--- config.mk ---
export PLATFORM = sky130hd
export DESIGN_NAME = cva_cell
export DESIGN_NICKNAME = d
export VERILOG_FILES = /design/src/cva_pkg.sv /design/src/cva_cell.sv
export SDC_FILE = /design/constraint.sdc
export NUM_CORES = 1
export LEC_CHECK = 0
export BUFFER_PORTS_ARGS = -buffer_cell sky130_fd_sc_hd__buf_2
export CORE_UTILIZATION = 56
export DETAILED_ROUTE_END_ITERATION = 7
export PLACE_DENSITY = 0.83
export SLEW_MARGIN = 5
export SYNTH_ARGS = -nofsm -noshare
export SYNTH_HDL_FRONTEND = slang
export SYNTH_SLANG_ARGS = --single-unit
export TNS_END_PERCENT = 100
--- constraint.sdc ---
create_clock -name i_clk -period 4.47 [get_ports i_clk]
set_input_delay 0.6705 -clock i_clk [delete_from_list [all_inputs] [get_ports i_clk]]
set_output_delay 0.6705 -clock i_clk [all_outputs]
set_load 0.05 [all_outputs]
--- src/cva_pkg.sv ---
`timescale 1ns / 1ps

package cva_pkg;

    // default geometry and coefficient size
    localparam int CVA_MAX_WIDTH  = 1024;
    localparam int CVA_MAX_HEIGHT = 1024;
    localparam int CVA_COEF_BITS  = 8;

    // fixed field widths
    localparam int PIX_W     = 8;
    localparam int MAG_W     = 19;
    localparam int DIM_W     = 11;
    localparam int CFG_IDX_W = 3;

    // register reset values
    localparam logic [DIM_W-1:0] WIDTH_RESET  = DIM_W'(640);
    localparam logic [DIM_W-1:0] HEIGHT_RESET = DIM_W'(480);

    // largest magnitude the result field holds
    localparam logic [MAG_W-1:0] MAG_MAX = '1;

    // result queue depth
    localparam int FIFO_DEPTH = 8;

    // configuration register indexes
    typedef enum logic [CFG_IDX_W-1:0] {
        REG_WIDTH  = 3'd0,
        REG_HEIGHT = 3'd1,
        REG_KTOP   = 3'd2,
        REG_KMID   = 3'd3,
        REG_KBOT   = 3'd4
    } t_cfg_reg;

    // per-item control handed to a window cell
    typedef struct packed {
        logic calc;
        logic acc;
        logic top_off;
        logic bot_off;
        logic col_off;
    } t_cell_ctl;

    // bits needed to index n entries
    function automatic int idx_w(input int n);
        return (n > 1) ? $clog2(n) : 1;
    endfunction

    // config data width: widest of the geometry and kernel registers
    function automatic int cfg_w(input int coef_bits);
        return (3 * coef_bits > DIM_W) ? 3 * coef_bits : DIM_W;
    endfunction

endpackage

--- src/cva_cell.sv ---
`timescale 1ns / 1ps

module cva_cell import cva_pkg::*; #(
    parameter int COEF_BITS = CVA_COEF_BITS,
    parameter int PROD_W    = COEF_BITS + PIX_W + 1,
    parameter int SUM_W     = PROD_W + 2
) (
    input  logic                    i_clk,
    input  logic                    i_rst_n,
    input  logic                    i_shift,
    input  logic [3*PIX_W-1:0]      i_col,
    input  logic [3*COEF_BITS-1:0]  i_coef,
    input  t_cell_ctl               i_ctl,
    output logic [3*PIX_W-1:0]      o_col,
    output logic signed [SUM_W-1:0] o_sum
);

    logic [PIX_W-1:0]         r_pix [3];
    logic signed [PROD_W-1:0] r_prod [3];
    logic signed [PROD_W-1:0] w_prod [3];
    logic signed [SUM_W-1:0]  r_sum;

    // window column, shifted in from the right neighbor
    always_ff @(posedge i_clk) begin
        if (!i_rst_n) begin
            for (int r = 0; r < 3; r++) r_pix[r] <= '0;
        end else if (i_shift) begin
            for (int r = 0; r < 3; r++) r_pix[r] <= i_col[r*PIX_W +: PIX_W];
        end
    end

    assign o_col = {r_pix[2], r_pix[1], r_pix[0]};

    // weighted taps, zeroed where the neighbor lies outside the frame
    always_comb begin
        for (int r = 0; r < 3; r++) begin
            if (i_ctl.col_off || (r == 0 && i_ctl.top_off) || (r == 2 && i_ctl.bot_off)) begin
                w_prod[r] = '0;
            end else begin
                w_prod[r] = $signed({1'b0, r_pix[r]}) * $signed(i_coef[r*COEF_BITS +: COEF_BITS]);
            end
        end
    end

    // product and column sum stages
    always_ff @(posedge i_clk) begin
        if (i_ctl.calc) begin
            for (int r = 0; r < 3; r++) r_prod[r] <= w_prod[r];
        end
        if (i_ctl.acc) begin
            r_sum <= {{2{r_prod[0][PROD_W-1]}}, r_prod[0]}
                   + {{2{r_prod[1][PROD_W-1]}}, r_prod[1]}
                   + {{2{r_prod[2][PROD_W-1]}}, r_prod[2]};
        end
    end

    assign o_sum = r_sum;

endmodule

[Word-level counts from Yosys, hierarchy flattened]
Memories as Yosys holds them, arrays and structs flattened.
Cells that the tools add are included.
Cells by class
  add/subtract/negate cells: 2
  multipliers: 3
  div/mod/pow operators: 0
  magnitude comparators: 0
  equality and inequality tests: 0
  shifts and indexed selects: 0
  muxes and demuxes: 12
  bitwise operators: 3
  reduce and logical (&&, ||, !) cells: 2
Operators by type and width (count)
  9-bit by 8-bit multiplier with 17-bit output: 3
  17-bit 2-to-1 mux: 3
  8-bit 2-to-1 mux: 3
  18-bit by 17-bit adder with 19-bit output: 1
  17-bit by 17-bit adder with 18-bit output: 1
  1-bit 2-to-1 mux: 6
  1-bit OR: 3
  1-bit logical OR: 2
Storage, ports and cells
  register bits: 19
  latch bits: 0
  memory bits (writable): 75
  memory bits (read-only): 0
  input port bits: 56
  word-level logic and storage cells: 25
  memories kept: 2
Memories
  r_prod: depth 3, width 17, read ports 3, clocked after memory_dff 0, wr ports 3, RTL line cva_cell.sv:19  | logic signed [PROD_W-1:0] r_prod [3];
  r_pix: depth 3, width 8, read ports 3, clocked after memory_dff 0, wr ports 3, RTL line cva_cell.sv:18  | logic [PIX_W-1:0] r_pix [3];

[Longest topological paths before layout]
Gate-level depths: netlist of the first run.
  depth in word-level cells: 4
  mapped depth: 18

[Least setup slack after synthesis of the first run]
OpenSTA, ideal clock, no wires.
  kind: reg2reg
  start: memory r_pix[1][7] (netlist: r_pix[0][15])
  end: memory r_prod[0][32] (netlist bit) (data pin)
  arrival time: 4.607 ns
  path slack: -0.396 ns
  cell stages (with the launch flop): 16
  clock period less this slack: 4.866 ns
  path through: edfxtp_1 > nand2_1 > fa_1 > fa_1 > inv_1 > fa_1 > inv_1 > fa_1 > inv_1 > ha_1 > a21oi_1 > nor2b_1 > a311oi_1 > a21oi_1 > a311oi_1 > mux2_2
RTL lines (RTL line)
  from (decl): cva_cell.sv:18
  to (decl): cva_cell.sv:19

==> results of run 1 <==
## worst register-to-register path, cell delays in order (launching register included)
cell and delay [ps]:
edfxtp_1 540, buf_4 210, and2_1 140, fa_1 530, fa_1 430, fa_1 500
inv_1 50, fa_1 480, inv_1 40, ha_1 300, buf_4 130, o211ai_1 100
a21oi_1 180, o41ai_2 100, buf_4 150, a21oi_2 140, o21ai_0 120, nor3b_1 160
## layout by cell type, fill, tap and decap left out, types with 5 or more instances in the layout
master / synthesis / final
inv_1: 175 / 163
ha_1: 146 / 133
fa_1: 129 / 125
and2_1: 127 / 120
buf_4: 0 / 120
buf_2: 0 / 98
edfxtp_1: 94 / 94
nor2_1: 55 / 54
nand2_1: 57 / 52
and3_1: 32 / 32
a21oi_1: 32 / 24
a21o_1: 18 / 18
nor2b_1: 22 / 18
nand2b_1: 14 / 14
o21a_1: 14 / 14
xor2_1: 14 / 14
o21ai_0: 18 / 13
a211oi_1: 15 / 13
inv_2: 0 / 12
xnor2_1: 13 / 12
ha_4: 0 / 11
clkbuf_16: 0 / 9
a21oi_2: 0 / 8
nor3_1: 10 / 8
and2_4: 0 / 7
nand3_1: 6 / 6
nand2_2: 0 / 5
nand4_1: 5 / 5
buf_6: 0 / 5
## per-stage QoR
stage	setup TNS (ps)	hold WS [ps]	setup slack (ps)
detailed placement	-4520	742	-381
floorplan	-713	693	-231
CTS	-36.8	622	-36.8
global route	-1260	625	-274
finish	-197	627	-108
global placement	-2870	734	-293
## cells in the mapped netlist (5+ instances only)
cell type / number
nand3_1: 6
ha_1: 146
a21oi_1: 32
inv_1: 175
and3_1: 32
nor2b_1: 22
nand2b_1: 14
o21a_1: 14
edfxtp_1: 94
a211oi_1: 15
a21o_1: 18
clkbuf_1: 9
o21ai_0: 18
xnor2_1: 13
and2_1: 127
nand2_1: 57
nand4_1: 5
fa_1: 129
nor2_1: 55
xor2_1: 14
nor3_1: 10
## layout make-up
class | instances | area, um2
Antenna cell | 1 | 2.50
Clock buffer | 10 | 229
Clock inverter | 5 | 51.3
Fill cell | 1299 | 5640
Inverter | 175 | 657
Multi-Input combinational cell | 778 | 7780
Sequential cell | 94 | 2820
Tap cell | 260 | 325
Timing Repair Buffer | 224 | 1450
## flip-flops by register name, summed over array words and instances, names as in the netlist
name,flops
o_sum,19
r_prod,51
r_pix,24
## metal layers
layer	routed length, um	vias to the layer above
li1	-	3980
met1	10500	4167
met2	12400	219
met3	1030	37
met4	505	0
met5	0	-
## repair_timing
action,4_1_cts,5_1_grt
setup buffers,10,9
setup endpoints to repair,6,18
pin swaps,22,18
resized for setup,21,52
hold endpoints to repair,0,0
## worst min path at each step
| stage | from | slack, ps | to |
|---|---|---|---|
| finish | i_col[22] | 630 | r_pix[0][22] |
| global route | i_col[23] | 630 | r_pix[0][23] |
| CTS | i_col[22] | 620 | r_pix[0][22] |
| detailed placement | r_prod[0][18] | 740 | o_sum[1] |
| global placement | r_prod[0][18] | 730 | o_sum[1] |
| floorplan | r_prod[0][35] | 690 | o_sum[1] |
## power by group through the flow
stage / registers (mW) / clock network [mW] / logic, mW
after floorplan: 1.65 / 0 / 2.15
after global placement: 1.35 / 0 / 3.38
after detailed placement: 1.36 / 0 / 3.52
after CTS: 1.34 / 0.760 / 3.62
after global routing: 1.35 / 0.790 / 4.29
final: 1.34 / 0.756 / 3.87
## kinds of logic (layout without fill, tap and decap cells)
group / Yosys count / count (layout) / share of synthesized area (%)
simple gates: 338 / 338 / 16.7
fa+ha+maj: 275 / 275 / 40.3
buf+inv: 185 / 414 / 6.34
compound gates: 134 / 134 / 8.40
flops: 94 / 94 / 25.8
xor+xnor: 27 / 27 / 2.16
mux: 4 / 4 / 0.400
other cells: 0 / 1 / 0
==> impl_metrics.env, run 1 <==
export IMPL_status="complete, but fails checks"
export IMPL_violations="negative setup slack"
export IMPL_crit_family="adder cells"
export IMPL_postRouteAntennaNets=0
export IMPL_grtUsageMet3_pct=3.34
export IMPL_syn_avg_cell_area_um2=10.4
export IMPL_met2_usage_pct=44.3
export IMPL_fin_area_mm2=0.0133
export IMPL_arrival_ps=4660
export IMPL_internal_power_mw=3.39
export IMPL_rsz0062_at_grt="true"
export IMPL_numCtsBuffers=9
export IMPL_rows=50
export IMPL_slowest_delay_ps=540
export IMPL_synth_top_area_share_pct=25.8
export IMPL_ios=99
export IMPL_finalWorstSetupSlack_ps=-108
export IMPL_critPathMostFrequentCell="fa_1"
export IMPL_synth_nets=1388
export IMPL_placedCellCount=1512
export IMPL_globalRouteMet1Util_pct=32.6
export IMPL_drt_iter0_markers=426
export IMPL_tightestPinTransition_ps=1200
export IMPL_post_route_min_period_ps=4580
export IMPL_clkSlewWorstSetupHoldPaths_ps=70
export IMPL_htreeDepth=3
export IMPL_peakVddDrop_uv=341
export IMPL_viasPerCell=5.43
export IMPL_gp_congestion=0.910
export IMPL_min_period_over_period_pct=102
export IMPL_power_share_sequential_pct=22.4
export IMPL_maxSlewHeadroom_pct=19.9
export IMPL_end_kind="register"
export IMPL_antenna_found_initial=1
export IMPL_grt_max_degree=52
export IMPL_cap_viol_max_count=0
export IMPL_clock_skew_ps=14.4
export IMPL_drcViolationCount=0
export IMPL_clk_path_buf_depth=2
export IMPL_cts_hold_buf=0
export IMPL_grt_usage_pct=25.1
export IMPL_area_growth_syn_to_layout_pct=21.6
export IMPL_io_buffers=98
export IMPL_critPathCapture="r_prod[0][15]"
export IMPL_synth_edf_count=94
export IMPL_fp_dieH_um=142
export IMPL_crit_required_ps=4550
export IMPL_hold_path_class="in -> reg"
export IMPL_finalMaxSlewViolations=0
export IMPL_yosys_area_top_type="edfxtp_1"
export IMPL_crit_path_start="r_pix[0][3]"
export IMPL_worstReg2RegEnd="r_prod[0][15]"
export IMPL_cts_tree="built"
export IMPL_hold_violations=0
export IMPL_synth_area_mm2=0.0110
export IMPL_p_per_area_mw_per_mm2=448
export IMPL_root_buffer="clkbuf_16"
export IMPL_yosysWarnings=0
export IMPL_ys_seq_area_share_pct=25.8
export IMPL_die_area_mm2=0.0201
export IMPL_timing_fmax_mhz=218
export IMPL_cts_sinks=94
export IMPL_power_switching_mw=2.57
export IMPL_rrSetupSlack_ps=-110
export IMPL_busiest_layer="met2"
export IMPL_die_w_um=142
export IMPL_synth_seq_cells=94
export IMPL_async_reset_ff_share_pct=0
export IMPL_r2r_start="r_pix[0][3]"
export IMPL_p_total_mw=5.96
export IMPL_final_cells=1547
export IMPL_placed_cell_area_mm2=0.0126
export IMPL_start_util_pct=57.8
export IMPL_path_max_fanout=6
export IMPL_netlist_instances=1057
export IMPL_grt_pass1_vias=8648
export IMPL_swShare_pct=43.1
export IMPL_wl_um=24400
export IMPL_crit_buf_inv=5
export IMPL_worst_path_stages=17
export IMPL_cp_slowest_cell="edfxtp_1"
export IMPL_p_clk_share_pct=12.7
export IMPL_critPathLaunchType="register"
export IMPL_via_count=8403
export IMPL_yosys_cell_types_count=44
export IMPL_synth_ff_type="edfxtp_1"
export IMPL_cp_cell_sequence="buf_4 > and2_1 > fa_1 > fa_1 > fa_1 > inv_1 > fa_1 > inv_1 > ha_1 > buf_4 > o211ai_1 > a21oi_1 > o41ai_2 > buf_4 > a21oi_2 > o21ai_0 > nor3b_1"
export IMPL_p_comb_share_pct=64.9
export IMPL_ys_top_cells_by_area="edfxtp_1, fa_1, ha_1, and2_1, inv_1"
export IMPL_wl_per_cell_um=15.8
export IMPL_dp_hpwl_um=19200
export IMPL_nNetsFinal=1613
export IMPL_final_setup_viol_count=3
export IMPL_p_leak_nw=6.62
export IMPL_critPathKind="reg -> reg"
export IMPL_globalRoute_totalOverflow=0
export IMPL_clock_latency_ps=350
export IMPL_hold_path_depth=2
export IMPL_drive_gt1_share_pct=24.2
export IMPL_core_area_mm2=0.0190
export IMPL_firstDrtPassIters=5
export IMPL_utilization_pct=70.3
export IMPL_reg2reg_depth=17
export IMPL_grt_first_pass_wirelength_um=39800
Note: power is estimated with default switching activity, not from simulation.
==> run 2, diff against run 1 <==
--- a/config.mk
+++ b/config.mk
@@ -6,6 +6,7 @@
 export NUM_CORES = 1
 export LEC_CHECK = 0
 export BUFFER_PORTS_ARGS = -buffer_cell sky130_fd_sc_hd__buf_2
+export CORE_MARGIN = 4
 export CORE_UTILIZATION = 56
 export DETAILED_ROUTE_END_ITERATION = 7
 export PLACE_DENSITY = 0.83
==> run 2 against run 1 <==
  * The flow still finishes with violations (negative setup slack)
  * Critical path depth fell by 2
  * Worst setup slack improved by 17 ps
  * Combinational power barely moved
  * Largest power group unchanged
==> impl_metrics.env, run 2 (same netlist as run 1, synthesis figures left out) <==
export IMPL_r2r_start="r_pix[0][3]"
export IMPL_wl_per_cell_um=16.2
export IMPL_cts_hold_buf=0
export IMPL_critPathMostFrequentCell="fa_1"
export IMPL_rrSetupSlack_ps=-90
export IMPL_io_buffers=98
export IMPL_antenna_found_initial=1
export IMPL_drt_iter0_markers=436
export IMPL_p_comb_share_pct=65.5
export IMPL_finalWorstSetupSlack_ps=-90.6
export IMPL_htreeDepth=3
export IMPL_path_max_fanout=5
export IMPL_postRouteAntennaNets=0
export IMPL_utilization_pct=71.2
export IMPL_rows=50
export IMPL_core_area_mm2=0.0190
export IMPL_fill_cells=1314
export IMPL_gp_congestion=0.863
export IMPL_grt_usage_pct=23.2
export IMPL_final_common_cell="inv_1"
export IMPL_viasPerCell=5.42
export IMPL_worstReg2RegEnd="r_prod[0][16]"
export IMPL_top_layer="met5"
export IMPL_swShare_pct=43.3
export IMPL_post_route_min_period_ps=4560
export IMPL_nNetsFinal=1626
export IMPL_insertedDiodeCount=0
export IMPL_critPathLaunchType="register"
export IMPL_power_share_sequential_pct=22.4
export IMPL_cp_cell_sequence="buf_6 > and2_4 > fa_1 > ha_1 > inv_2 > fa_1 > fa_1 > inv_2 > ha_4 > nor2b_4 > o31a_1 > o31a_1 > o41a_1 > a2111oi_4 > a211o_1"
export IMPL_finalMaxSlewViolations=0
export IMPL_fp_dieH_um=148
export IMPL_clock_skew_ps=13.2
export IMPL_numCtsBuffers=9
export IMPL_clock_latency_ps=360
export IMPL_dp_hpwl_um=19400
export IMPL_globalRoute_totalOverflow=0
export IMPL_final_setup_viol_count=5
export IMPL_reg2reg_depth=15
export IMPL_rsz0062_at_grt="true"
export IMPL_maxSlewHeadroom_pct=17.3
export IMPL_die_area_mm2=0.0219
export IMPL_status="complete, but fails checks"
export IMPL_grt_first_pass_wirelength_um=41300
export IMPL_tightestPinTransition_ps=1240
export IMPL_critPathKind="reg -> reg"
export IMPL_clk_path_buf_depth=2
export IMPL_regMostFlops="r_prod"
export IMPL_area_growth_syn_to_layout_pct=23.2
export IMPL_die_w_um=148
export IMPL_start_util_pct=57.8
export IMPL_ios=99
export IMPL_p_total_mw=5.96
export IMPL_min_period_over_period_pct=102
export IMPL_cap_viol_max_count=0
export IMPL_largest_reg_flops=51
export IMPL_violations="negative setup slack"
export IMPL_end_kind="register"
export IMPL_peakVddDrop_uv=316
export IMPL_drcViolationCount=0
export IMPL_hold_path_class="in -> reg"
export IMPL_cp_slowest_cell="fa_1"
export IMPL_grt_pass1_vias=8675
export IMPL_timing_fmax_mhz=219
export IMPL_crit_path_start="r_pix[0][3]"
export IMPL_via_count=8461
export IMPL_drive_gt1_share_pct=26.7
export IMPL_firstDrtPassIters=5
export IMPL_wl_met2_um=12500
export IMPL_critPathCapture="r_prod[0][16]"
export IMPL_clkSlewWorstSetupHoldPaths_ps=70
export IMPL_p_leak_nw=6.69
export IMPL_arrival_ps=4780
export IMPL_cts_tree="built"
export IMPL_p_clk_share_pct=12.1
export IMPL_hold_start="i_col[9]"
export IMPL_wl_met1_um=11200
export IMPL_hold_violations=0
export IMPL_cts_sinks=94
export IMPL_grt_max_degree=52
export IMPL_power_switching_mw=2.58
export IMPL_root_buffer="clkbuf_16"
export IMPL_hold_path_depth=2
export IMPL_wl_um=25200
export IMPL_most_common_layout_cells="inv_1, ha_1, buf_4, fa_1, and2_1"
export IMPL_p_per_area_mw_per_mm2=441
export IMPL_routed_wl_met3_um=982
export IMPL_slowest_delay_ps=530
export IMPL_crit_required_ps=4690
export IMPL_internal_power_mw=3.38
run 2: cell type report:
cell class | instances | area [um2] | share of cell area (%)
clock buffer | 10 | 229 | 1.70
tap | 260 | 325 | 2.41
multi-input combinational | 778 | 7840 | 58.1
inverter | 175 | 657 | 4.87
clock inverter | 6 | 38.8 | 0.287
timing repair buffer | 237 | 1580 | 11.7
sequential | 94 | 2820 | 20.9
run 2: per-layer routing:
metal,up-vias,GRT usage [%]
li1,3999,-
met1,4178,31.1
met2,236,40.2
met3,46,2.73
met4,2,6.33
met5,-,0
run 2: power groups by stage:
stage | clock [mW] | combinational [mW] | sequential (mW)
floorplan | 0 | 2.15 | 1.65
global placement | 0 | 3.39 | 1.35
detailed placement | 0 | 3.50 | 1.35
CTS | 0.717 | 3.62 | 1.33
global route | 0.760 | 4.34 | 1.35
finish | 0.719 | 3.90 | 1.33
run 2: worst min-delay path by stage:
stage,to,slack [ps]
final,r_pix[0][9],630
after global routing,r_pix[0][9],620
after CTS,r_pix[0][9],620
after detailed placement,o_sum[1],750
after global placement,o_sum[1],710
after floorplan,o_sum[1],690
run 2: per-stage QoR:
step	instance area, um2	hold WS [ps]	worst slack [ps]	instances	setup TNS [ps]
after floorplan	11000	693	-231	1057	-713
after global placement	12600	711	-322	1514	-3040
after detailed placement	12600	750	-356	1514	-4030
after CTS	13100	616	-41.2	1542	-62.5
after global routing	13500	620	-215	1560	-1210
final	13500	626	-90.6	1560	-222
run 2: worst max-delay path: cells and delay by family, from the launching register on:
kind | cells | cell delay [ps]
flops | 1 | 430
fa+ha+maj | 5 | 2030
compound gates | 5 | 1470
simple gates | 2 | 270
buf+inv | 3 | 250
run 2: repair_timing:
item	in CTS	in global routing
pin swaps	24	55
setup buffers	12	20
setup endpoints to repair	7	18
resized for setup	27	77
