===== src/cva_pkg.sv =====
`timescale 1ns / 1ps

package cva_pkg;

    // default geometry and coefficient size
    localparam int CVA_MAX_WIDTH  = 1024;
    localparam int CVA_MAX_HEIGHT = 1024;
    localparam int CVA_COEF_BITS  = 8;

    // fixed field widths
    localparam int PIX_W     = 8;
    localparam int MAG_W     = 19;
    localparam int DIM_W     = 11;
    localparam int CFG_IDX_W = 3;

    // register reset values
    localparam logic [DIM_W-1:0] WIDTH_RESET  = DIM_W'(640);
    localparam logic [DIM_W-1:0] HEIGHT_RESET = DIM_W'(480);

    // largest magnitude the result field holds
    localparam logic [MAG_W-1:0] MAG_MAX = '1;

    // result queue depth
    localparam int FIFO_DEPTH = 8;

    // configuration register indexes
    typedef enum logic [CFG_IDX_W-1:0] {
        REG_WIDTH  = 3'd0,
        REG_HEIGHT = 3'd1,
        REG_KTOP   = 3'd2,
        REG_KMID   = 3'd3,
        REG_KBOT   = 3'd4
    } t_cfg_reg;

    // per-item control handed to a window cell
    typedef struct packed {
        logic calc;
        logic acc;
        logic top_off;
        logic bot_off;
        logic col_off;
    } t_cell_ctl;

    // bits needed to index n entries
    function automatic int idx_w(input int n);
        return (n > 1) ? $clog2(n) : 1;
    endfunction

    // config data width: widest of the geometry and kernel registers
    function automatic int cfg_w(input int coef_bits);
        return (3 * coef_bits > DIM_W) ? 3 * coef_bits : DIM_W;
    endfunction

endpackage


===== src/cva_out_fifo.sv =====
`timescale 1ns / 1ps

module cva_out_fifo import cva_pkg::*; #(
    parameter int DEPTH  = FIFO_DEPTH,
    parameter int DATA_W = MAG_W + 1
) (
    input  logic              i_clk,
    input  logic              i_rst_n,
    input  logic              i_push,
    input  logic [DATA_W-1:0] i_data,
    output logic              o_valid,
    input  logic              i_ready,
    output logic [DATA_W-1:0] o_data,
    output logic              o_full
);

    localparam int PTR_W = idx_w(DEPTH);
    localparam int CNT_W = $clog2(DEPTH + 1);

    logic [DATA_W-1:0] mem [DEPTH];
    logic [PTR_W-1:0]  r_wr_ptr;
    logic [PTR_W-1:0]  r_rd_ptr;
    logic [CNT_W-1:0]  r_count;
    logic              w_pop;

    assign w_pop   = o_valid && i_ready;
    assign o_valid = (r_count != '0);
    assign o_full  = (r_count == CNT_W'(DEPTH));
    assign o_data  = mem[r_rd_ptr];

    // result storage
    always_ff @(posedge i_clk) begin
        if (i_push) begin
            mem[r_wr_ptr] <= i_data;
        end
    end

    // pointers and fill level
    always_ff @(posedge i_clk) begin
        if (!i_rst_n) begin
            r_wr_ptr <= '0;
            r_rd_ptr <= '0;
            r_count  <= '0;
        end else begin
            if (i_push) begin
                r_wr_ptr <= (r_wr_ptr == PTR_W'(DEPTH - 1)) ? '0 : r_wr_ptr + PTR_W'(1);
            end
            if (w_pop) begin
                r_rd_ptr <= (r_rd_ptr == PTR_W'(DEPTH - 1)) ? '0 : r_rd_ptr + PTR_W'(1);
            end
            case ({i_push, w_pop})
                2'b10:   r_count <= r_count + CNT_W'(1);
                2'b01:   r_count <= r_count - CNT_W'(1);
                default: r_count <= r_count;
            endcase
        end
    end

endmodule


===== config.mk =====
export PLATFORM = sky130hd
export DESIGN_NAME = cva_out_fifo
export DESIGN_NICKNAME = d
export VERILOG_FILES = /design/src/cva_pkg.sv /design/src/cva_out_fifo.sv
export SDC_FILE = /design/constraint.sdc
export NUM_CORES = 1
export LEC_CHECK = 0
export ABC_AREA = 1
export BUFFER_PORTS_ARGS = -buffer_cell sky130_fd_sc_hd__buf_2
export CAP_MARGIN = 10
export CORE_ASPECT_RATIO = 1.1
export CORE_UTILIZATION = 55
export CTS_BUF_LIST = sky130_fd_sc_hd__clkbuf_4
export DETAILED_ROUTE_END_ITERATION = 7
export MAX_ROUTING_LAYER = met4
export PLACE_DENSITY = 0.7
export SYNTH_ARGS = -nofsm -noshare
export SYNTH_HDL_FRONTEND = slang
export SYNTH_SLANG_ARGS = --single-unit

===== constraint.sdc =====
create_clock -name i_clk -period 2.3 [get_ports i_clk]
set_input_delay 0.23 -clock i_clk [delete_from_list [all_inputs] [get_ports i_clk]]
set_output_delay 0.23 -clock i_clk [all_outputs]
set_load 0.1 [all_outputs]

Yosys cells after proc, flatten, opt, wreduce, memory -nomap -nowiden
Memories as Yosys holds them, arrays and structs flattened. A register that Yosys moved wholly into a read port is not among the register bits.
Cells that the tools add are included.
{"block": "word_totals", "regBits": 10, "ramBits": 160, "input_bits": 24, "output_inout_bits": 22, "word_cells": 23, "n_memories": 1}
{"memory": "mem", "words": 8, "word_bits": 20, "rd": 1, "rd_clocked_by_memory_dff": 1, "wr": 1, "line_no": "cva_out_fifo.sv:20", "source": "logic [DATA_W-1:0] mem [DEPTH];"}
{"block": "classes", "n_addsub": 4, "n_eq_ne": 5, "muxes": 7, "n_reduce_logical": 3}
{"operator": "3-bit two-way mux", "n": 4}
{"operator": "4-bit case mux with 2 select lines", "n": 1}
{"operator": "3-bit by 1-bit adder with 3-bit output (second input constant)", "n": 2}
{"operator": "3-bit == test (second input constant)", "n": 2}
{"operator": "4-bit by 1-bit adder with 4-bit output (second input constant)", "n": 1}
{"operator": "4-bit == test (second input constant)", "n": 1}
{"operator": "4-bit nonzero test", "n": 1}
{"operator": "4-bit by 1-bit subtractor with 4-bit output (second input constant)", "n": 1}
{"operator": "2-bit by 1-bit == test with 1-bit output (second input constant)", "n": 1}
{"operator": "2-bit == test (second input constant)", "n": 1}
{"operator": "1-bit two-way mux", "n": 2}
{"operator": "2-bit nonzero test", "n": 1}
{"operator": "1-bit logical AND", "n": 1}

Longest topological paths before layout
Gate-level depths: netlist of the first run.
{"block": "depth", "ltp_word": 4, "mapped_depth": 14, "depth_no_buf": 14}

Least setup slack after synthesis of the first run
OpenSTA, ideal clock, no wires.
{"block": "synth_path", "path_type": "register to output", "start": "reg r_count[1]", "end": "out o_full", "arrival_time_ns": 3.282, "required_ns": 2.070, "slack_ns": -1.212, "path_stages_with_launch": 2, "path_buffers": 0, "cell_sequence": "dfxtp_1 nor4_1"}
{"block": "synth_between", "elab_chain_cells": 1}
{"element": "start: declaration", "line_no": "cva_out_fifo.sv:23", "source": "logic [CNT_W-1:0] r_count;"}
{"element": "start signal: assignment", "line_no": "cva_out_fifo.sv:52", "source": "2'b10: r_count <= r_count + CNT_W'(1);"}
{"element": "start signal: assignment", "line_no": "cva_out_fifo.sv:53", "source": "2'b01: r_count <= r_count - CNT_W'(1);"}
{"element": "start signal: assignment", "line_no": "cva_out_fifo.sv:54", "source": "default: r_count <= r_count;"}
{"element": "4-bit == test", "line_no": "cva_out_fifo.sv:28", "source": "assign o_full = (r_count == CNT_W'(DEPTH));"}
{"element": "end: declaration", "line_no": "cva_out_fifo.sv:14", "source": "output logic o_full"}
No other way between the ends.

==> results.md, run 1 <==
* Share of Yosys cell area claimed by the top area cell type at 0.692
* Setup violators final at 0
* Total global-route track usage at 0.239
* Synth top area cells: edfxtp_1, nor2_1, nand2_1
* Std-Cell Rows at 42
* Dominant cell type by area after synthesis: edfxtp_1
* P_int at 6.38 mW
* Die height at about 120 um
* Yosys reg bits at ~170
* Max Transition Viols Final at 0
* RSZ-0062 raised after global routing: yes
* Initial Util at 0.570
* Hold Path Class: input pin to flop
* Die W at 109 um
* Reg2reg end: r_count[2]$_SDFFE_PN0P_
* First-pass GRT wire length at 21.9 mm
* Iter 0 DRT Violations at ~380
* Flop pwr share at 0.341
* Primary FF master, synth: edfxtp_1
* Setup crit end: o_data[7]
* Post-route DRC at 0
* Seq/Total Area, Yosys at 0.729
* Area of the multi-input gates at approximately 1700 um2
* Clock share of power at 0.183
* Routed Antenna Nets at 0
* Syn_area_per_cell at 12.9 um2
* Remaining global-route overflow at 0
* Final net count at 663
* Largest net degree at the start of global routing at 29
* Net switching power at 4.56 mW
* Yosys warns at 0
* Count of buffers from port buffering at 45
* Crit path kind: flop to output pin
* Post-synth ARST share at 0
* Final min period at around 2.2 ns
* CTS tree: done
* Routed length per instance at 18.1 um
* Reg2Reg Setup Slack at 0.28 ns
* Worst VDD drop at 1.32 mV
* Ports at 46
* Tcrit/Tclk final at 0.963
* P_leak at 3.10 nW
* Htree depth at 4
* R2r startpoint: r_count[1]$_SDFFE_PN0P_
* Wirelength, routed at between 10 and 15 mm
* DR vias at between 4,000 and 5,000
* Number of synthesized flops with an enable pin at 160
* Post-DP HPWL at 8.28 mm
* Worst Setup Start Kind: flop
* Total power at 10.9 mW
* Max Clock Skew at 0.0190 ns
* CTS max path bufs at 2
* Fin util at 0.699
* Fmax achieved at 0.452 GHz
* Clock slew at reported path FFs at 0.14 ns
* Vias per inst at 5.58
* Most common cell in the netlist: edfxtp_1
* Syn Nets at 571
* Max cap viols at 0
* Critical path arrival at 1.98 ns
* Fin Setup TNS at 0 ns
* Register area at 5070 um2
* First-pass DRT Iterations at 5
* CP Capture Type: output pin
* Cell variety after synth at 30
* Pwr per Cell Area at 1280 nW/um2
* Outcome: completed
* Area grow syn2layout at 22.6%
* TritonCTS sink count at 173
* Worst-Margin Slew at 0.604 ns
* Vias in the first global route at 4,325
* Share of cells above drive strength 1 at 0.211
* Syn Inst Count at 540
* Core box area at 12,200 um2
* # fillers at a little over 800
* Final hold viol count at 0
* Slew headroom at 0.597
* Die area at 13,100 um2
* Switch share at 0.417
* Reg2Reg Depth at 12
* Top post-synthesis cells by count: edfxtp_1, nor2_1, nand2_1
* Combinational power share at 0.476
* GP Congestion at 0.827
* Required @ worst endpoint at slightly above 2 ns
* Antenna violations before repair at 1
* Clock Latency Late Sink at 0.57 ns
* Synthesized cell area at slightly below 7000 um2
* Crit Path Max Fanout at 8
* Num CTS Buffers at 17
* Root buffer cell: clkbuf_4
## power groups by stage
stage / sequential (mW) / clock, mW / combinational, mW
3_3_place_gp: 3.77 / 0 / 4.78
3_5_place_dp: 3.78 / 0 / 4.85
2_1_floorplan: 3.72 / 0 / 3.39
5_1_grt: 3.75 / 2.16 / 5.48
6_report: 3.73 / 2.00 / 5.21
4_1_cts: 3.71 / 2.02 / 4.92
## repair_timing
item	in CTS	in global routing
hold buffers	21	0
cloned	0	4
buffers inserted	0	5
setup endpoints to repair	20	20
gates resized for setup	5	25
pin swaps	0	4
hold endpoints to repair	167	0
## routing by layer
layer / track usage / vias up / part of all wire
met4: 0.0997 / 0 / 0.019
met3: 0.0489 / 21 / 0.052
li1: - / 2125 / -
met2: 0.390 / 150 / 0.52
met1: 0.289 / 2168 / 0.41
met5: - / - / 0
## how the worst min path moves through the flow
| stage | slack, ns | to | cells after the start | startpoint |
|---|---|---|---|---|
| 3_5_place_dp | 0.50 | mem[3][3]$_DFFE_PP_ | 1 | i_data[3] |
| 4_1_cts | 0.01 | flop | 4 | i_ready |
| 5_1_grt | -0.001 | flop | 4 | i_ready |
| 6_report | 0.05 | flop | 4 | i_ready |
| 2_1_floorplan | 0.33 | mem[0][0]$_DFFE_PP_ | 0 | i_data[0] |
| 3_3_place_gp | 0.49 | mem[1][8]$_DFFE_PP_ | 1 | i_data[8] |
## registers in the layout, summed over array words and instances (netlist names), named ones only
name and flops:
r_count 4, r_wr_ptr 3, mem 160, r_rd_ptr 3
## through the flow
step	setup WS, ns	instance area (um2)	instances	hold WS, ns
after floorplan	-0.0289	6960	540	0.329
after global placement	0.417	7740	737	0.493
after detailed placement	0.321	7740	737	0.498
after CTS	-0.0359	8320	790	0.0112
after global routing	-0.0312	8520	800	-0.00136
final	0.0852	8520	800	0.0483
## cells by family (layout without fill, tap and decap cells)
kind of cell,count (synthesis),in the layout,synth area share
other cells,0,1,0
flops,173,173,0.729
compound gates,115,115,0.0872
simple gates,179,179,0.100
xor+xnor,3,3,0.00378
buf+inv,43,148,0.0385
fa+ha+maj,7,7,0.0126
mux,20,20,0.0288
## worst max-delay path, stage by stage (launching register included)
cell and delay [ns]:
dfxtp_4 0.51, buf_6 0.16, clkbuf_16 0.15, mux2i_1 0.21, o22ai_1 0.09, nand2_1 0.07
nand2_2 0.07, buf_12 0.16
## layout make-up
type | instances | area share
multi-input combinational | 324 | 0.196
clock inverter | 14 | 0.0254
clock buffer | 18 | 0.0159
inverter | 15 | 0.00808
antenna | 1 | 0.000294
tap | 154 | 0.0226
timing repair inverter | 1 | 0.00103
timing repair buffer | 100 | 0.135
sequential | 173 | 0.595
## layout by cell type, fill, tap and decap left out, drive strengths merged, types with 7 or more instances in the layout
| cell type | n |
|---|---|
| nand2 | 74 |
| buf | 77 |
| mux2i | 20 |
| o22ai | 20 |
| clkbuf | 20 |
| a21oi | 7 |
| dlygate4sd3 | 21 |
| o21ai | 87 |
| dfxtp | 13 |
| edfxtp | 160 |
| ha | 7 |
| nor2 | 97 |
| inv | 16 |
Note: power is estimated with default switching activity, not from simulation.
==> run 2: changes to the inputs <==
--- a/config.mk
+++ b/config.mk
@@ -9,11 +9,11 @@
 export BUFFER_PORTS_ARGS = -buffer_cell sky130_fd_sc_hd__buf_2
 export CAP_MARGIN = 10
 export CORE_ASPECT_RATIO = 1.1
-export CORE_UTILIZATION = 55
+export CORE_UTILIZATION = 26
 export CTS_BUF_LIST = sky130_fd_sc_hd__clkbuf_4
 export DETAILED_ROUTE_END_ITERATION = 7
 export MAX_ROUTING_LAYER = met4
-export PLACE_DENSITY = 0.7
+export PLACE_DENSITY = 0.38
 export SYNTH_ARGS = -nofsm -noshare
 export SYNTH_HDL_FRONTEND = slang
 export SYNTH_SLANG_ARGS = --single-unit
==> run 2 against run 1 <==
Net effect:
- routed wire length rose by 27%
- count of clock-buffer cells in the layout unchanged
- non-clock buffer count is 2 lower
- critical path depth did not move
- power up 1.4%
- worst hold slack better by 0.033 ns
- sequential share of layout area down 1.9 points
- first-iteration DRC count down 38%
- register-to-register slack about the same
- clock power is 5% lower
- cell count rose by 25%
- critical path type unchanged
==> results.md, run 2 (synthesized netlist as in run 1, its figures left out) <==
* Outcome: completed
* Tcrit/Tclk final at 0.965
* Iter 0 DRT Violations at 232
* Ports at 46
* Hold Slack at 0.0817 ns
* Share of cells above drive strength 1 at 0.235
* Required @ worst endpoint at just over 2 ns
* Core box area at between 20,000 and 30,000 um2
* Setup violators final at 0
* Htree depth at 4
* Root buffer cell: clkbuf_4
* First-pass DRT Iterations at 4
* Critical path arrival at 1.99 ns
* Num CTS Buffers at 17
* CP dominant cell by count: buf_12
* Top Registers: mem (160), r_count (4)
* DR vias at 4,445
* RSZ-0062 raised after global routing: yes
* Die area at 27,400 um2
* Max Clock Skew at approximately 0.016 ns
* Wirelength, routed at 18.3 mm
* GP Congestion at 0.725
* Std-Cell Rows at slightly above 60
* Crit path kind: flop to output pin
* Die height at 173 um
* Final hold viol count at 0
* Fin area at between 8000 and 9000 um2
* Post-DP Area at between 7000 and 8000 um2
* Critical path's largest stage delay at 0.52 ns
* CTS tree: done
* Fin util at 0.337
* P_leak at 3.09 nW
* CTS max path bufs at 2
* Most frequent cells in the layout: edfxtp_1, nor2_1, nand2_1
* Post-route DRC at 0
* CP Capture Type: output pin
* Routed Antenna Nets at 0
* Post-DP HPWL at 9.30 mm
* Commonest non-fill, non-tap cell in the layout: edfxtp_1
* Worst VDD drop at ~1.1 mV
* Clock slew at reported path FFs at 0.14 ns
* Crit Path Max Fanout at 8
* Worst-Margin Slew at 0.485 ns
* Largest net degree at the start of global routing at 41
* Register area at 5070 um2
* TritonCTS sink count at 173
* Total global-route track usage at 0.143
* Area of the multi-input gates at around 1700 um2
* Initial Util at 0.266
* Clock Latency Late Sink at 0.56 ns
* Routed length per instance at 18.4 um
* # fillers at about 2,600
* Vias per inst at 4.46
* Vias in the first global route at about 4,400
* Slew headroom at 0.679
* Cell Chain, Critical Path: buf_12, clkbuf_16, mux2i_1, o22ai_1, nand2_1, nand2_2, buf_12
* Area grow syn2layout at 26.7%
* Final min period at 2.22 ns
* Worst Setup Start Kind: flop
* Max Transition Viols Final at 0
* Final net count at 660
* Most flops, register: mem
* Antenna violations before repair at 1
* First-pass GRT wire length at 27.0 mm
* Pwr per Cell Area at 1260 nW/um2
* Max cap viols at 0
* Max reg flops at 160
* Die W at 158 um
* Count of buffers from port buffering at 45
* Remaining global-route overflow at 0
* Fmax achieved at 0.450 GHz
* Hold Path Class: input pin to flop
* Slowest cell on crit path: dfxtp_4
## run 2: changes by cell type in the layout (fill, tap and decap cells not counted), moves of 2 or more
cell	delta
o21ai_1	-4
nor2_1	-7
o21ai_2	+3
nor2_2	+7
bufinv_16	-2
buf_12	-3
nand2_1	-8
buf_16	+4
inv_6	+3
buf_4	-3
nand2_2	+8
## run 2: per-layer routing
layer	track usage	share of wire
met1	0.172	0.44
met2	0.238	0.51
met3	0.0305	0.046
met4	0.0400	0.0087
met5	-	0
## run 2: layout make-up
| cell class | count | share of cell area |
|---|---|---|
| well taps | 352 | 0.0500 |
| diodes | 2 | 0.000569 |
| inverters | 15 | 0.00782 |
| repair buffers | 98 | 0.133 |
| flip-flops and latches | 173 | 0.576 |
| multi-input cells | 324 | 0.196 |
| clock inverters | 14 | 0.0206 |
| clock buffers | 18 | 0.0154 |
## run 2: timing repair
item,in CTS,in global routing
hold endpoints to repair,169,0
endpoints found under the setup margin,20,20
buffers inserted,0,7
hold buffers,22,0
cloned,3,4
gates resized for setup,67,59
pin swaps,0,1
## run 2: final timing paths
check | depth (start not counted) | slack [ns] | startpoint | end
max | 7 | 0.08 | flop | o_data[5]
min | 3 | 0.08 | i_push | r_wr_ptr[1]$_SDFFE_PN0P_
max reg2reg | 12 | 0.27 | r_count[1]$_SDFFE_PN0P_ | r_count[2]$_SDFFE_PN0P_
min reg2reg | 2 | 0.50 | r_rd_ptr[1]$_SDFFE_PN0N_ | flop
## run 2: per-stage QoR
stage | cells | setup TNS (ns) | worst slack, ns | power, mW
global route | 996 | -0.880 | -0.0834 | 11.6
global placement | 926 | 0 | 0.316 | 7.87
finish | 996 | 0 | 0.0798 | 11.1
detailed placement | 926 | 0 | 0.261 | 7.88
CTS | 983 | 0 | 0.00335 | 10.5
floorplan | 540 | -0.0289 | -0.0289 | 7.11
## run 2: power by group
group,switching (mW),internal (mW),leakage [nW]
logic,3.58,1.88,1.36
clock network,1.11,0.791,0.164
registers,0.139,3.59,1.56
## run 2: worst max-delay path, delay by kind of cell, from the launching register on
kind / cells / cell delay (ns)
DFF: 1 / 0.52
muxes: 1 / 0.21
buffers and inverters: 3 / 0.47
AOI/OAI and AO/OA: 1 / 0.09
and+or+nand+nor: 2 / 0.15
==> run 3: changes to the inputs <==
--- a/config.mk
+++ b/config.mk
@@ -9,11 +9,11 @@
 export BUFFER_PORTS_ARGS = -buffer_cell sky130_fd_sc_hd__buf_2
 export CAP_MARGIN = 10
 export CORE_ASPECT_RATIO = 1.1
-export CORE_UTILIZATION = 26
+export CORE_UTILIZATION = 38
 export CTS_BUF_LIST = sky130_fd_sc_hd__clkbuf_4
 export DETAILED_ROUTE_END_ITERATION = 7
 export MAX_ROUTING_LAYER = met4
-export PLACE_DENSITY = 0.38
+export PLACE_DENSITY = 0.51
 export SYNTH_ARGS = -nofsm -noshare
 export SYNTH_HDL_FRONTEND = slang
 export SYNTH_SLANG_ARGS = --single-unit
==> run 3 against run 2 <==
Net effect:
- clock power is 18% lower
- worst hold slack worse by 0.026 ns
- power is 6.6% lower
- highest routed layer unchanged
==> results.md, run 3 (synthesized netlist as in run 1, its figures left out) <==
* M3 GR Usage at 0.0339
* Combinational power share at 0.490
* Remaining global-route overflow at 0
* Crit Path Max Fanout at 8
* Max Clock Skew at 0.0162 ns
* RSZ-0062 raised after global routing: yes
* Std-Cell Rows at 51
* Critical path's largest stage delay at 0.46 ns
* Ports at 46
* Post-route DRC at 0
* Htree depth at 4
* Root buffer cell: clkbuf_4
* DR vias at roughly 4,400
* Met1 Use GR at 0.214
* CTS max path bufs at 2
* Area grow syn2layout at 21.8%
* Switch share at 0.439
* Vias per inst at between 4 and 5
* Total power at 10.4 mW
* Most frequent cells in the layout: edfxtp_1, nor2_1, nand2_1
* Core box area at 17,800 um2
* Clock share of power at 0.151
* GR peak layer: met2
* Post-Layout Cell Count at 884
* Clock slew at reported path FFs at 0.13 ns
* Tcrit/Tclk final at 0.957
* Top Registers: mem (160), r_count (4)
* Post-DP HPWL at 8.46 mm
* Reg2Reg Setup Slack at 0.32 ns
* # fillers at 1,595
* Cell Chain, Critical Path: buf_12, buf_12, mux2i_1, o22ai_1, nand2_1, nand2_1, buf_12
* Worst-Margin Slew at 0.491 ns
* Worst Setup Start Kind: flop
* Max reg flops at 160
* Slowest cell on crit path: dfxtp_4
* Routed length per instance at ~18 um
* DP Cell Count at 819
* Final hold viol count at 0
* CP top delay family: flip-flops
* CP Capture Type: output pin
* Hold Path Class: input pin to flop
* Vias in the first global route at 4,264
* GP Congestion at 0.768
* Net switching power at ~4.5 mW
* First-pass GRT wire length at 23.1 mm
* Final worst-path setup slack at between 0.09 and 0.1 ns
* Outcome: completed
* Share of cells above drive strength 1 at 0.202
* Critical path arrival at slightly below 2 ns
* Fin Setup TNS at 0 ns
* Total global-route track usage at 0.178
* Die height at 144 um
* Max cap viols at 0
* Max Transition Viols Final at 0
* Largest net degree at the start of global routing at 37
* P_leak at 3.03 nW
* Die area at 18,800 um2
* Met2 Track Usage GR at 0.299
* Slew headroom at 0.675
* Routed Antenna Nets at 0
* P_int at 5.81 mW
* CP dominant cell by count: buf_12
* Antenna violations before repair at 1
* Final net count at 664
* Die W at 131 um
* CP bufs+invs at 3
* Final min period at around 2.2 ns
* Most flops, register: mem
* Fmax achieved at 0.455 GHz
* Clock Latency Late Sink at 0.56 ns
* Initial Util at 0.390
* Crit path kind: flop to output pin
* Setup violators final at 0
* First-pass DRT Iterations at 4
* Area of the multi-input gates at 1660 um2
* Commonest non-fill, non-tap cell in the layout: edfxtp_1
* Worst VDD drop at 1.28 mV
* Dpl ws at approximately 0.32 ns
* CTS tree: done
* Pwr per Cell Area at between 1000 and 1500 nW/um2
* Required @ worst endpoint at 2.07 ns
* Wirelength, routed at between 15 and 20 mm
* Register area at 5070 um2
* TritonCTS sink count at roughly 170
* Num CTS Buffers at 17
* Iter 0 DRT Violations at 326
* Count of buffers from port buffering at 45
* Flop pwr share at 0.359
-- run 3: changes by cell type in the layout (fill, tap and decap cells not counted), moves of 4 or more --
cell        change
buf_6           +4
nand2_1        +14
clkinvlp_4      +4
nor2_1          +7
buf_16          -4
nand2_2        -14
buf_12          -5
nor2_2          -7
buf_4           +7
-- run 3: stage by stage --
step           cell area (um2)  hold WS (ns)   util
2_1_floorplan             6960         0.329      -
3_3_place_gp              7730         0.490  0.434
3_5_place_dp              7730         0.499  0.434
4_1_cts                   8310       0.00313  0.467
5_1_grt                   8460        0.0399  0.475
6_report                  8460        0.0561  0.475
-- run 3: final cells by class --
type,instances,area share
inverter,15,0.00813
multi-input combinational,324,0.196
clock buffer,17,0.0151
antenna,1,0.000296
timing repair inverter,1,0.00103
tap,238,0.0352
sequential,173,0.599
clock inverter,14,0.0146
timing repair buffer,101,0.130
-- run 3: what timing repair did --
| item | CTS | global route |
|---|---|---|
| endpoints found under the hold margin | 169 | 0 |
| cloned | 2 | 3 |
| hold buffers | 22 | 0 |
| buffers inserted | 0 | 6 |
| gates resized for setup | 15 | 13 |
| endpoints found under the setup margin | 20 | 17 |
-- run 3: per-layer routing --
| metal | share of wire | wire length, um | vias up |
|---|---|---|---|
| met4 | 0.0067 | 106 | 0 |
| li1 | - | - | 2122 |
| met3 | 0.047 | 734 | 7 |
| met2 | 0.50 | 7940 | 105 |
| met5 | 0 | 0 | - |
| met1 | 0.44 | 6960 | 2121 |
-- run 3: path summary, 6_finish.rpt --
check / cells after the start / endpoint / startpoint
worst max-delay path: 7 / o_data[6] / flop
worst min-delay path: 3 / r_wr_ptr[1]$_SDFFE_PN0P_ / i_push
worst max register to register: 12 / r_count[2]$_SDFFE_PN0P_ / r_count[1]$_SDFFE_PN0P_
worst min register to register: 2 / flop / r_rd_ptr[1]$_SDFFE_PN0N_
-- run 3: worst register-to-register path: stages (launching register included) --
cell,delay [ns]
dfxtp_1,0.38
nor2_1,0.19
nand3_4,0.08
nand2_1,0.12
inv_2,0.08
ha_1,0.22
nor2_1,0.13
nor2_2,0.06
ha_1,0.17
a21oi_1,0.15
xnor2_1,0.10
o21ai_0,0.16
inv_1,0.05
-- run 3: power groups by stage --
stage	combinational [mW]	clock (mW)	sequential (mW)
detailed placement	4.68	0	3.77
CTS	4.89	1.62	3.71
global placement	4.65	0	3.77
floorplan	3.39	0	3.72
global route	5.36	1.75	3.74
finish	5.08	1.56	3.72
